$ cat config.mk
export PLATFORM = sky130hd
export DESIGN_NAME = integer_euclidean_distance
export DESIGN_NICKNAME = d
export VERILOG_FILES = /design/src/rtl/ied_pkg.sv /design/src/rtl/ied_diff_square.sv /design/src/rtl/ied_root_cell.sv /design/src/rtl/integer_euclidean_distance.sv
export SDC_FILE = /design/constraint.sdc
export NUM_CORES = 2
export LEC_CHECK = 0
export BUFFER_PORTS_ARGS = -buffer_cell sky130_fd_sc_hd__buf_2
export CAP_MARGIN = 20
export CORE_UTILIZATION = 60
export CTS_CLUSTER_SIZE = 16
export DETAILED_ROUTE_END_ITERATION = 6
export PLACE_DENSITY_LB_ADDON = 0.15
export SYNTH_ARGS = -nofsm -noshare
export SYNTH_HDL_FRONTEND = slang
export SYNTH_SLANG_ARGS = --single-unit
export TNS_END_PERCENT = 1
$ cat constraint.sdc
create_clock -name clock -period 20.6 [get_ports clock]
set_input_delay 4.12 -clock clock [delete_from_list [all_inputs] [get_ports clock]]
set_output_delay 4.12 -clock clock [all_outputs]
set_load 0.01 [all_outputs]
$ cat src/rtl/ied_pkg.sv
// ----------------------------------------------------------------------------
// ied_pkg
// Shared widths and stage types for the integer euclidean distance block.
// ----------------------------------------------------------------------------
`default_nettype none

package ied_pkg;

   // coordinate width of each input field
   localparam int COORD_W = 16;
   // width of one squared difference
   localparam int SQ_W    = 2 * COORD_W;
   // width of the root, one cell per root bit
   localparam int RES_W   = COORD_W + 1;
   // sum of three squares, two radicand bits per root bit
   localparam int SUM_W   = 2 * RES_W;
   // partial remainder width, never above twice the partial root plus one pair
   localparam int REM_W   = RES_W + 2;

   // working set handed from cell to cell
   typedef struct packed {
      logic [SUM_W-1:0] rad;
      logic [RES_W-1:0] root;
      logic [REM_W-1:0] rem;
   } root_type;

   // one pipeline stage: valid flag plus working set
   typedef struct packed {
      logic     valid;
      root_type data;
   } stage_type;

endpackage

`default_nettype wire

$ cat src/rtl/ied_diff_square.sv
// ----------------------------------------------------------------------------
// ied_diff_square
// Front end: coordinate differences, squares and full-width sum of squares,
// three register stages with per-stage flow control.
// ----------------------------------------------------------------------------
`default_nettype none

module ied_diff_square (
   input  wire logic                               clock,
   input  wire logic                               reset,
   input  wire logic                               in_valid,
   output logic                                    in_ready,
   input  wire logic signed [ied_pkg::COORD_W-1:0] ax,
   input  wire logic signed [ied_pkg::COORD_W-1:0] ay,
   input  wire logic signed [ied_pkg::COORD_W-1:0] az,
   input  wire logic signed [ied_pkg::COORD_W-1:0] bx,
   input  wire logic signed [ied_pkg::COORD_W-1:0] by_coord,
   input  wire logic signed [ied_pkg::COORD_W-1:0] bz,
   output ied_pkg::stage_type                      out_stage,
   input  wire logic                               out_ready
);
   import ied_pkg::*;

   logic               mag_valid_ff, sq_valid_ff, sum_valid_ff;
   logic [COORD_W-1:0] mag_x_ff, mag_y_ff, mag_z_ff;
   logic [COORD_W-1:0] mag_x_in, mag_y_in, mag_z_in;
   logic [SQ_W-1:0]    sq_x_ff, sq_y_ff, sq_z_ff;
   logic [SQ_W-1:0]    sq_x_in, sq_y_in, sq_z_in;
   logic [SUM_W-1:0]   sum_ff, sum_in;
   logic               rdy_mag, rdy_sq, rdy_sum;

   // magnitude of a signed difference, fits the coordinate width
   function automatic logic [COORD_W-1:0] diff_mag(input logic [COORD_W-1:0] a,
                                                   input logic [COORD_W-1:0] b);
      logic [COORD_W:0] d;
      logic [COORD_W:0] m;
      d = {b[COORD_W-1], b} - {a[COORD_W-1], a};
      m = d[COORD_W] ? (~d + 1'b1) : d;
      return m[COORD_W-1:0];
   endfunction

   // stage ready chain, a stage moves when it is empty or its successor moves
   assign rdy_sum  = !sum_valid_ff || out_ready;
   assign rdy_sq   = !sq_valid_ff  || rdy_sum;
   assign rdy_mag  = !mag_valid_ff || rdy_sq;
   assign in_ready = rdy_mag;

   // differences
   always_comb begin
      mag_x_in = diff_mag(ax, bx);
      mag_y_in = diff_mag(ay, by_coord);
      mag_z_in = diff_mag(az, bz);
   end

   // squares, one multiplier per axis
   always_comb begin
      sq_x_in = SQ_W'(mag_x_ff) * SQ_W'(mag_x_ff);
      sq_y_in = SQ_W'(mag_y_ff) * SQ_W'(mag_y_ff);
      sq_z_in = SQ_W'(mag_z_ff) * SQ_W'(mag_z_ff);
   end

   // full-width sum, no wrap
   assign sum_in = SUM_W'(sq_x_ff) + SUM_W'(sq_y_ff) + SUM_W'(sq_z_ff);

   // valid flags
   always_ff @(posedge clock) begin
      if (reset) begin
         mag_valid_ff <= 1'b0;
         sq_valid_ff  <= 1'b0;
         sum_valid_ff <= 1'b0;
      end else begin
         if (rdy_mag) mag_valid_ff <= in_valid;
         if (rdy_sq)  sq_valid_ff  <= mag_valid_ff;
         if (rdy_sum) sum_valid_ff <= sq_valid_ff;
      end
   end

   // payload registers
   always_ff @(posedge clock) begin
      if (rdy_mag && in_valid) begin
         mag_x_ff <= mag_x_in;
         mag_y_ff <= mag_y_in;
         mag_z_ff <= mag_z_in;
      end
      if (rdy_sq && mag_valid_ff) begin
         sq_x_ff <= sq_x_in;
         sq_y_ff <= sq_y_in;
         sq_z_ff <= sq_z_in;
      end
      if (rdy_sum && sq_valid_ff) begin
         sum_ff <= sum_in;
      end
   end

   // seed of the root chain
   always_comb begin
      out_stage.valid     = sum_valid_ff;
      out_stage.data.rad  = sum_ff;
      out_stage.data.root = '0;
      out_stage.data.rem  = '0;
   end

endmodule

`default_nettype wire

$ cat src/rtl/ied_root_cell.sv
// ----------------------------------------------------------------------------
// ied_root_cell
// One restoring square-root step: brings in the next radicand pair and
// decides one root bit, then hands the working set to the next cell.
// ----------------------------------------------------------------------------
`default_nettype none

module ied_root_cell (
   input  wire logic   clock,
   input  wire logic   reset,
   input  wire ied_pkg::stage_type in_stage,
   output logic        in_ready,
   output ied_pkg::stage_type out_stage,
   input  wire logic   out_ready
);
   import ied_pkg::*;

   logic       valid_ff;
   root_type   data_ff, data_in;
   logic [REM_W-1:0] rem_shift, trial;
   logic       take;

   assign in_ready = !valid_ff || out_ready;

   // one compare and subtract step
   always_comb begin
      rem_shift    = {in_stage.data.rem[REM_W-3:0], in_stage.data.rad[SUM_W-1:SUM_W-2]};
      trial        = {in_stage.data.root, 2'b01};
      take         = (rem_shift >= trial);
      data_in.rem  = take ? (rem_shift - trial) : rem_shift;
      data_in.root = {in_stage.data.root[RES_W-2:0], take};
      data_in.rad  = {in_stage.data.rad[SUM_W-3:0], 2'b00};
   end

   // valid flag
   always_ff @(posedge clock) begin
      if (reset) begin
         valid_ff <= 1'b0;
      end else if (in_ready) begin
         valid_ff <= in_stage.valid;
      end
   end

   // working set
   always_ff @(posedge clock) begin
      if (in_ready && in_stage.valid) begin
         data_ff <= data_in;
      end
   end

   assign out_stage.valid = valid_ff;
   assign out_stage.data  = data_ff;

   // remainder never exceeds twice the partial root
   a_rem_bound: assert property (@(posedge clock) disable iff (reset)
      valid_ff |-> (data_ff.rem <= {1'b0, data_ff.root, 1'b0}))
      else $error("root cell remainder out of bound");

   // a held working set does not change
   a_hold: assert property (@(posedge clock) disable iff (reset)
      valid_ff && !out_ready |=> valid_ff && $stable(data_ff))
      else $error("root cell lost a stalled transaction");

endmodule

`default_nettype wire

$ cat src/rtl/integer_euclidean_distance.sv
// ----------------------------------------------------------------------------
// integer_euclidean_distance
// Floor of the euclidean distance between two signed 3-D points: squared
// differences summed at full width, then a chain of restoring root cells.
//
//   channel | direction | handshake          | payload
//   req     | in        | req_valid/req_stall | req_ax..req_bz, 16-bit signed
//   rsp     | out       | rsp_valid/rsp_stall | rsp_dist_res, 17-bit unsigned
//
// one transaction per cycle while rsp_stall is low, every stage holds its own
// transaction; 3 front stages, 17 root cells (one per root bit), 1 output
// stalls ripple back only through full stages, bubbles are squeezed out
// reset clears all valid flags, payload registers are not reset
// ----------------------------------------------------------------------------
`default_nettype none

module integer_euclidean_distance (
   input  wire logic                               clock,
   input  wire logic                               reset,
   input  wire logic                               req_valid,
   output logic                                    req_stall,
   input  wire logic signed [ied_pkg::COORD_W-1:0] req_ax,
   input  wire logic signed [ied_pkg::COORD_W-1:0] req_ay,
   input  wire logic signed [ied_pkg::COORD_W-1:0] req_az,
   input  wire logic signed [ied_pkg::COORD_W-1:0] req_bx,
   input  wire logic signed [ied_pkg::COORD_W-1:0] req_by_coord,
   input  wire logic signed [ied_pkg::COORD_W-1:0] req_bz,
   output logic                                    rsp_valid,
   input  wire logic                               rsp_stall,
   output logic [ied_pkg::RES_W-1:0]               rsp_dist_res
);
   import ied_pkg::*;

   stage_type        chain [0:RES_W];
   logic             chain_ready [0:RES_W];
   logic             front_ready;
   logic             rsp_valid_ff;
   logic [RES_W-1:0] rsp_dist_res_ff;

   // front end
   ied_diff_square u_front (
      .clock     (clock),
      .reset     (reset),
      .in_valid  (req_valid),
      .in_ready  (front_ready),
      .ax        (req_ax),
      .ay        (req_ay),
      .az        (req_az),
      .bx        (req_bx),
      .by_coord  (req_by_coord),
      .bz        (req_bz),
      .out_stage (chain[0]),
      .out_ready (chain_ready[0])
   );

   assign req_stall = !front_ready;

   // root cell chain, one root bit per cell
   for (genvar i = 0; i < RES_W; i++) begin : g_cell
      ied_root_cell u_cell (
         .clock     (clock),
         .reset     (reset),
         .in_stage  (chain[i]),
         .in_ready  (chain_ready[i]),
         .out_stage (chain[i+1]),
         .out_ready (chain_ready[i+1])
      );
   end

   // output register
   assign chain_ready[RES_W] = !rsp_valid_ff || !rsp_stall;

   always_ff @(posedge clock) begin
      if (reset) begin
         rsp_valid_ff <= 1'b0;
      end else if (chain_ready[RES_W]) begin
         rsp_valid_ff <= chain[RES_W].valid;
      end
   end

   always_ff @(posedge clock) begin
      if (chain_ready[RES_W] && chain[RES_W].valid) begin
         rsp_dist_res_ff <= chain[RES_W].data.root;
      end
   end

   assign rsp_valid    = rsp_valid_ff;
   assign rsp_dist_res = rsp_dist_res_ff;

   // no transaction survives reset
   a_reset_empty: assert property (@(posedge clock)
      reset |=> !rsp_valid_ff)
      else $error("result valid right after reset");

endmodule

`default_nettype wire
**Yosys cells after proc, flatten, opt, wreduce, memory -nomap -nowiden**

Index checks and enable logic that the tools add are counted.
Widths: inputs -> output; s select.

- Add/sub/neg operators: 24
- Multipliers: 3
- Magnitude comparators: 17
- Mux-type cells: 19
- Bitwise operators: 3
- Reductions and logical operators: 65

Operator list:

| operator | count |
|---|---|
| $mux 17 | 15 |
| $mul 16x16->32 | 3 |
| $sub 16x16->17 | 3 |
| $add 16x1->16 const B | 3 |
| $mux 16 | 3 |
| $not 16->16 | 3 |
| $add 34x32->34 | 1 |
| $add 32x32->33 | 1 |
| $logic_not 1->1 | 23 |
| $logic_and 1x1->1 | 21 |
| $logic_or 1x1->1 | 21 |
| $ge 19x10->1 | 1 |
| $ge 19x11->1 | 1 |
| $ge 19x12->1 | 1 |
| $ge 19x13->1 | 1 |
| $ge 19x14->1 | 1 |
| $ge 19x15->1 | 1 |
| $ge 19x16->1 | 1 |
| $ge 19x17->1 | 1 |
| $ge 19x18->1 | 1 |
| $ge 19x3->1 | 1 |
| $ge 19x4->1 | 1 |
| $ge 19x5->1 | 1 |
| $ge 19x6->1 | 1 |
| 21 further kinds | 21 |

- Register bits after elaboration: 899
- Input port bits: 100
- Output and inout port bits: 19
- Word-level logic and storage cells: 210

**Longest topological paths before layout**

- Word-level depth: 23
- Depth in mapped cells: 27
- Gate-level depth less buffers: 24

**Hierarchy**

From an unflattened synthesis, not the netlist that was laid out.

- Cells, all modules: 8209
- Area, all modules: 94583.2 um2

By module, submodules not included:

| module | instances | cells each | area an instance (um2) | seq. area each (um2) |
|---|---|---|---|---|
| ied_root_cell | 17 | 275 | 3574.7 | 2062.0 |
| ied_diff_square | 1 | 3511 | 33260.6 | 5315.1 |
| integer_euclidean_distance | 1 | 23 | 553.0 | 530.5 |

**Least setup slack after synthesis**

OpenSTA, ideal clock, no wires.

- Path type: input port to flip-flop
- Start point: input rsp_stall
- End point: register u_front.sq_x_ff[0], enable pin
- Setup time: 0.600 ns
- Arrival time: 9.722 ns
- Data required time: 20.000 ns
- Setup slack: 10.278 ns
- Stages on the path: 8
- Path buffers: 1
- Cells stage by stage: nand3_1 > nor2_1 > and3_1 > clkbuf_1 > nand2_1 > nor4_1 > and4_1 > a31oi_1

- Longest elaborated chain between the ends: 22

RTL lines:

| element | RTL line | source |
|---|---|---|
| start: declaration | integer_euclidean_distance.sv:29 | `input wire logic rsp_stall,` |
| $logic_not 1->1 | integer_euclidean_distance.sv:71 | `assign chain_ready[RES_W] = !rsp_valid_ff \|\| !rsp_stall;` |
| $logic_or 1x1->1 | integer_euclidean_distance.sv:71 |  |
| $logic_or 1x1->1 (17 in a row) | ied_root_cell.sv:23 | `assign in_ready = !valid_ff \|\| out_ready;` |
| $logic_or 1x1->1 | ied_diff_square.sv:43 | `assign rdy_sum = !sum_valid_ff \|\| out_ready;` |
| $logic_or 1x1->1 | ied_diff_square.sv:44 | `assign rdy_sq = !sq_valid_ff \|\| rdy_sum;` |
| $logic_and 1x1->1 | ied_diff_square.sv:85 | `if (rdy_sq && mag_valid_ff) begin` |
| end signal: assignment | ied_diff_square.sv:86 | `sq_x_ff <= sq_x_in;` |
| end: declaration | ied_diff_square.sv:27 | `logic [SQ_W-1:0] sq_x_ff, sq_y_ff, sq_z_ff;` |

Every way passes these cells.
A chain may end at the register's enable or synchronous reset.

**Final worst setup path**

- Start point: input rsp_stall
- End point: output req_stall

- Longest elaborated chain between the ends: 23

RTL lines:

| element | RTL line | source |
|---|---|---|
| $logic_not 1->1 | integer_euclidean_distance.sv:71 |  |
| $logic_or 1x1->1 | integer_euclidean_distance.sv:71 |  |
| $logic_or 1x1->1 (17 in a row) | ied_root_cell.sv:23 |  |
| $logic_or 1x1->1 | ied_diff_square.sv:43 |  |
| $logic_or 1x1->1 | ied_diff_square.sv:44 |  |
| $logic_or 1x1->1 | ied_diff_square.sv:45 | `assign rdy_mag = !mag_valid_ff \|\| rdy_sq;` |
| $logic_not 1->1 | integer_euclidean_distance.sv:56 | `assign req_stall = !front_ready;` |
| end: declaration | integer_euclidean_distance.sv:21 | `output logic req_stall,` |

Every way passes these cells.

==> metrics.cfg <==
[run_status]
outcome = finished clean

[critical_path]
cp_data_arrival_time_ns = 7.34
r2r_slack_ns = 13.07
cpMostUsedCell = buf_2
crit_path_start_kind = primary input
r2r_cells = 20
cp.buffers_inverters = 4
worstReg2RegEnd = u_front.sq_y_ff[31]$_DFFE_PP_
path_max_fanout = 7
crit_chain = buf_2 > nand3_1 > nor2_1 > and3_1 > nand2_1 > nor4_1 > buf_4 > and4_1 > nand4_1 > inv_1 > buf_2
rr_startpoint = u_front.mag_y_ff[1]$_DFFE_PP_
required_ns = 16.48
cp-end-kind = output pin
cpPeakStageDelay_ns = 0.54
path_delay_family = simple AND/OR/NAND/NOR gates
crit_path_top_delay_cell = and3_1
worstSetupPathType = in -> out

[clock_tree]
cts.sinks = 892
hold_buffers = 0
cts_buffers = 93
cts_tree = yes
cts_resized = 0
clk_latency_ns = 0.68
path_clk_slew_ns = 0.06
htreeDepth = 3
postCtsSetupBuffers = 0
clk_path_buf_depth = 3
root_buffer = clkbuf_16

[grt]
grt_pass1_wl_um = 207000
grt_antenna_before_repair = 0
grt_start_max_net_pins = 72
grt_usage_pct = 23.7
grt_pass1_vias = 42000
grt.overflow.total = 0

[drt]
dr.pass1.iters = 6
routed-via-count = 41000
viasPerCell = 5.46
drtAntennaViolNets = 0
wl_per_cell_um = 16.7
drcViolationCount = 0
wl_um = 125000
drt_iter0_drc = 2035

[place]
gp_congestion = 0.884
dpl.cell_count = 7323
hpwlAfterDp_um = 98400
pre_cts_slack_ns = 9.15
place.port_buffers = 118

[yosys]
syn_area_um2 = 64900
muxShareOfSynthArea_pct = 0.683
synth_fa_ha_area_share_pct = 26.5
avgSynthCellArea_um2 = 11.0
synthArstFlopShare_pct = 0
synthSimpleGateAreaFrac_pct = 10.1
synth-seq-cells = 892
synth_warnings = 0
synth-edff-count = 871
syn_inst = 5877
synth-compound-area-share_pct = 9.32
synth.distinct_cells = 89
synth_xor_xnor_area_share_pct = 5.52
dominantRegCellSynth = edfxtp_1
ys_seq_area_share_pct = 41.0
synth_top_family_by_area = adder cells
synth.net_count = 7057

[flow_run]
timing.max_cap.violations = 0

[final_layout]
nFillCells = 8313
final_cells = 7499
layout-drive-gt1-share_pct = 6.41
layout.nets = 7200
antenna_cells_inserted = 0
syn_to_final_growth_pct = 8.46

[worst_hold_path]
hp-start = g_cell[4].u_cell.out_stage[50]$_DFFE_PP_
whs_endpoint = g_cell[5].u_cell.out_stage[52]$_DFFE_PP_
min_delay_path_depth = 0
hold_class = reg -> reg

[timing]
min_period_ns = 11.46
final-hold-violation-count = 0
hold_slack_ns = 0.385
relSlewSlack_pct = 33.0
worst_slew_pin_slew_ns = 1.00
setup_ws_ns = 9.14
setup_viol_count_final = 0
finalCritPeriodShare_pct = 55.6
tns_ns = 0
fmax_mhz = 87.3
drv_slew = 0
rsz0062_at_grt = false
clock_skew_ns = 0.0469

[floorplan]
core_um2 = 107000
die_w_um = 331
row_count = 120
ioPinCount = 119
die-area_um2 = 109000
initial_utilization_pct = 60.5
dieHeight_um = 331

-- metrics by stage --
stage	cell area [um2]	util (%)
after floorplan	64900	-
after global placement	67200	62.7
after detailed placement	67200	62.7
after CTS	70300	65.6
after global routing	70400	65.6
final	70400	65.6
-- synth_stat cells (27+ instances only) --
library cell / n / area share, %
a21o_1: 108 / 1.2
a21oi_1: 292 / 2.3
a31oi_1: 27 / 0.26
and2_1: 164 / 1.6
and3_1: 29 / 0.28
clkbuf_1: 87 / 0.50
edfxtp_1: 871 / 40
fa_1: 494 / 15
ha_1: 586 / 11
inv_1: 1077 / 6.2
nand2_1: 393 / 2.3
nand2b_1: 47 / 0.45
nand3_1: 72 / 0.56
nand4_1: 36 / 0.35
nor2_1: 305 / 1.8
nor2b_1: 59 / 0.57
nor3_1: 89 / 0.69
nor4_1: 34 / 0.33
o21a_1: 71 / 0.82
o21ai_0: 190 / 1.5
o21bai_1: 43 / 0.50
o31ai_1: 31 / 0.36
or3_1: 37 / 0.36
xnor2_1: 252 / 3.4
xor2_1: 157 / 2.1
-- worst reg2reg max path: cells and delay by family, from the launching register on --
family | cells | cell delay (ns)
adder cells (fa/ha/maj) | 7 | 3.61
flip-flops | 1 | 0.89
AO/OA/AOI/OAI | 8 | 2.30
multiplexers | 1 | 0.13
buffers and inverters | 3 | 0.16
AND/OR/NAND/NOR | 1 | 0.18
-- worst max path at each step --
stage / startpoint / depth (start not counted) / end / slack [ns]
final: rsp_stall / 11 / req_stall / 9.14
after global routing: rsp_stall / 11 / req_stall / 8.89
after CTS: rsp_stall / 11 / req_stall / 9.14
after detailed placement: rsp_stall / 11 / req_stall / 9.15
after global placement: rsp_stall / 11 / req_stall / 9.25
after floorplan: rsp_stall / 8 / u_front.sq_x_ff[0]$_DFFE_PP_ / 10.28
-- final cells by class --
cell class | instances | area, um2 | share of cell area, %
tap | 1403 | 1760 | 2.49
multi-input combinational | 3810 | 34100 | 48.4
inverter | 1077 | 4040 | 5.74
timing repair buffer | 146 | 858 | 1.22
clock inverter | 53 | 609 | 0.866
sequential | 892 | 26600 | 37.8
clock buffer | 118 | 2470 | 3.51
-- logic make-up (layout without fill, tap and decap cells) --
kind of cell | Yosys count | after routing
muxes | 40 | 40
other | 1 | 1
adders and majority gates | 1080 | 1080
DFF | 892 | 892
xor gates and xnor gates | 409 | 409
buffers and inverters | 1175 | 1394
and+or+nand+nor | 1344 | 1344
AOI/OAI and AO/OA | 936 | 936
-- metal layers --
layer	share of wire [%]	vias up	wire, um	GRT usage, %
met3	3.3	211	4070	2.82
met4	3.2	0	4010	7.65
met5	0	-	0	0
met2	53	728	65800	44.0
li1	-	20200	-	-
met1	41	19900	51100	28.5
-- cells in the final DEF, fill, tap and decap left out, drive strengths merged, types with 38 or more instances in the layout --
cell type  count
nor2b         59
or3           38
fa           494
edfxtp       871
o21ai        196
o21bai        45
nand2b        47
a21oi        292
and2         165
xnor2        252
nand2        393
clkbuf       118
xor2         157
buf          146
ha           586
inv         1079
nor3          89
nor2         305
a21o         108
nand3         72
o21a          72
-- state kept, by name (all words and copies together) (netlist names) --
name and flops:
g_cell.u_cell.out_stage 679, g_cell.u_cell.valid_ff 17, rsp_dist_res 17, rsp_valid 1
u_front.mag_valid_ff 1, u_front.mag_x_ff 16, u_front.mag_y_ff 16, u_front.mag_z_ff 16
u_front.sq_valid_ff 1, u_front.sq_x_ff 31, u_front.sq_y_ff 31, u_front.sq_z_ff 31
u_front.sum_ff 34, u_front.sum_valid_ff 1
Power is left out: the tool's default activity adds up to more than one toggle a clock period on the data nets, which glitch-free logic cannot reach.
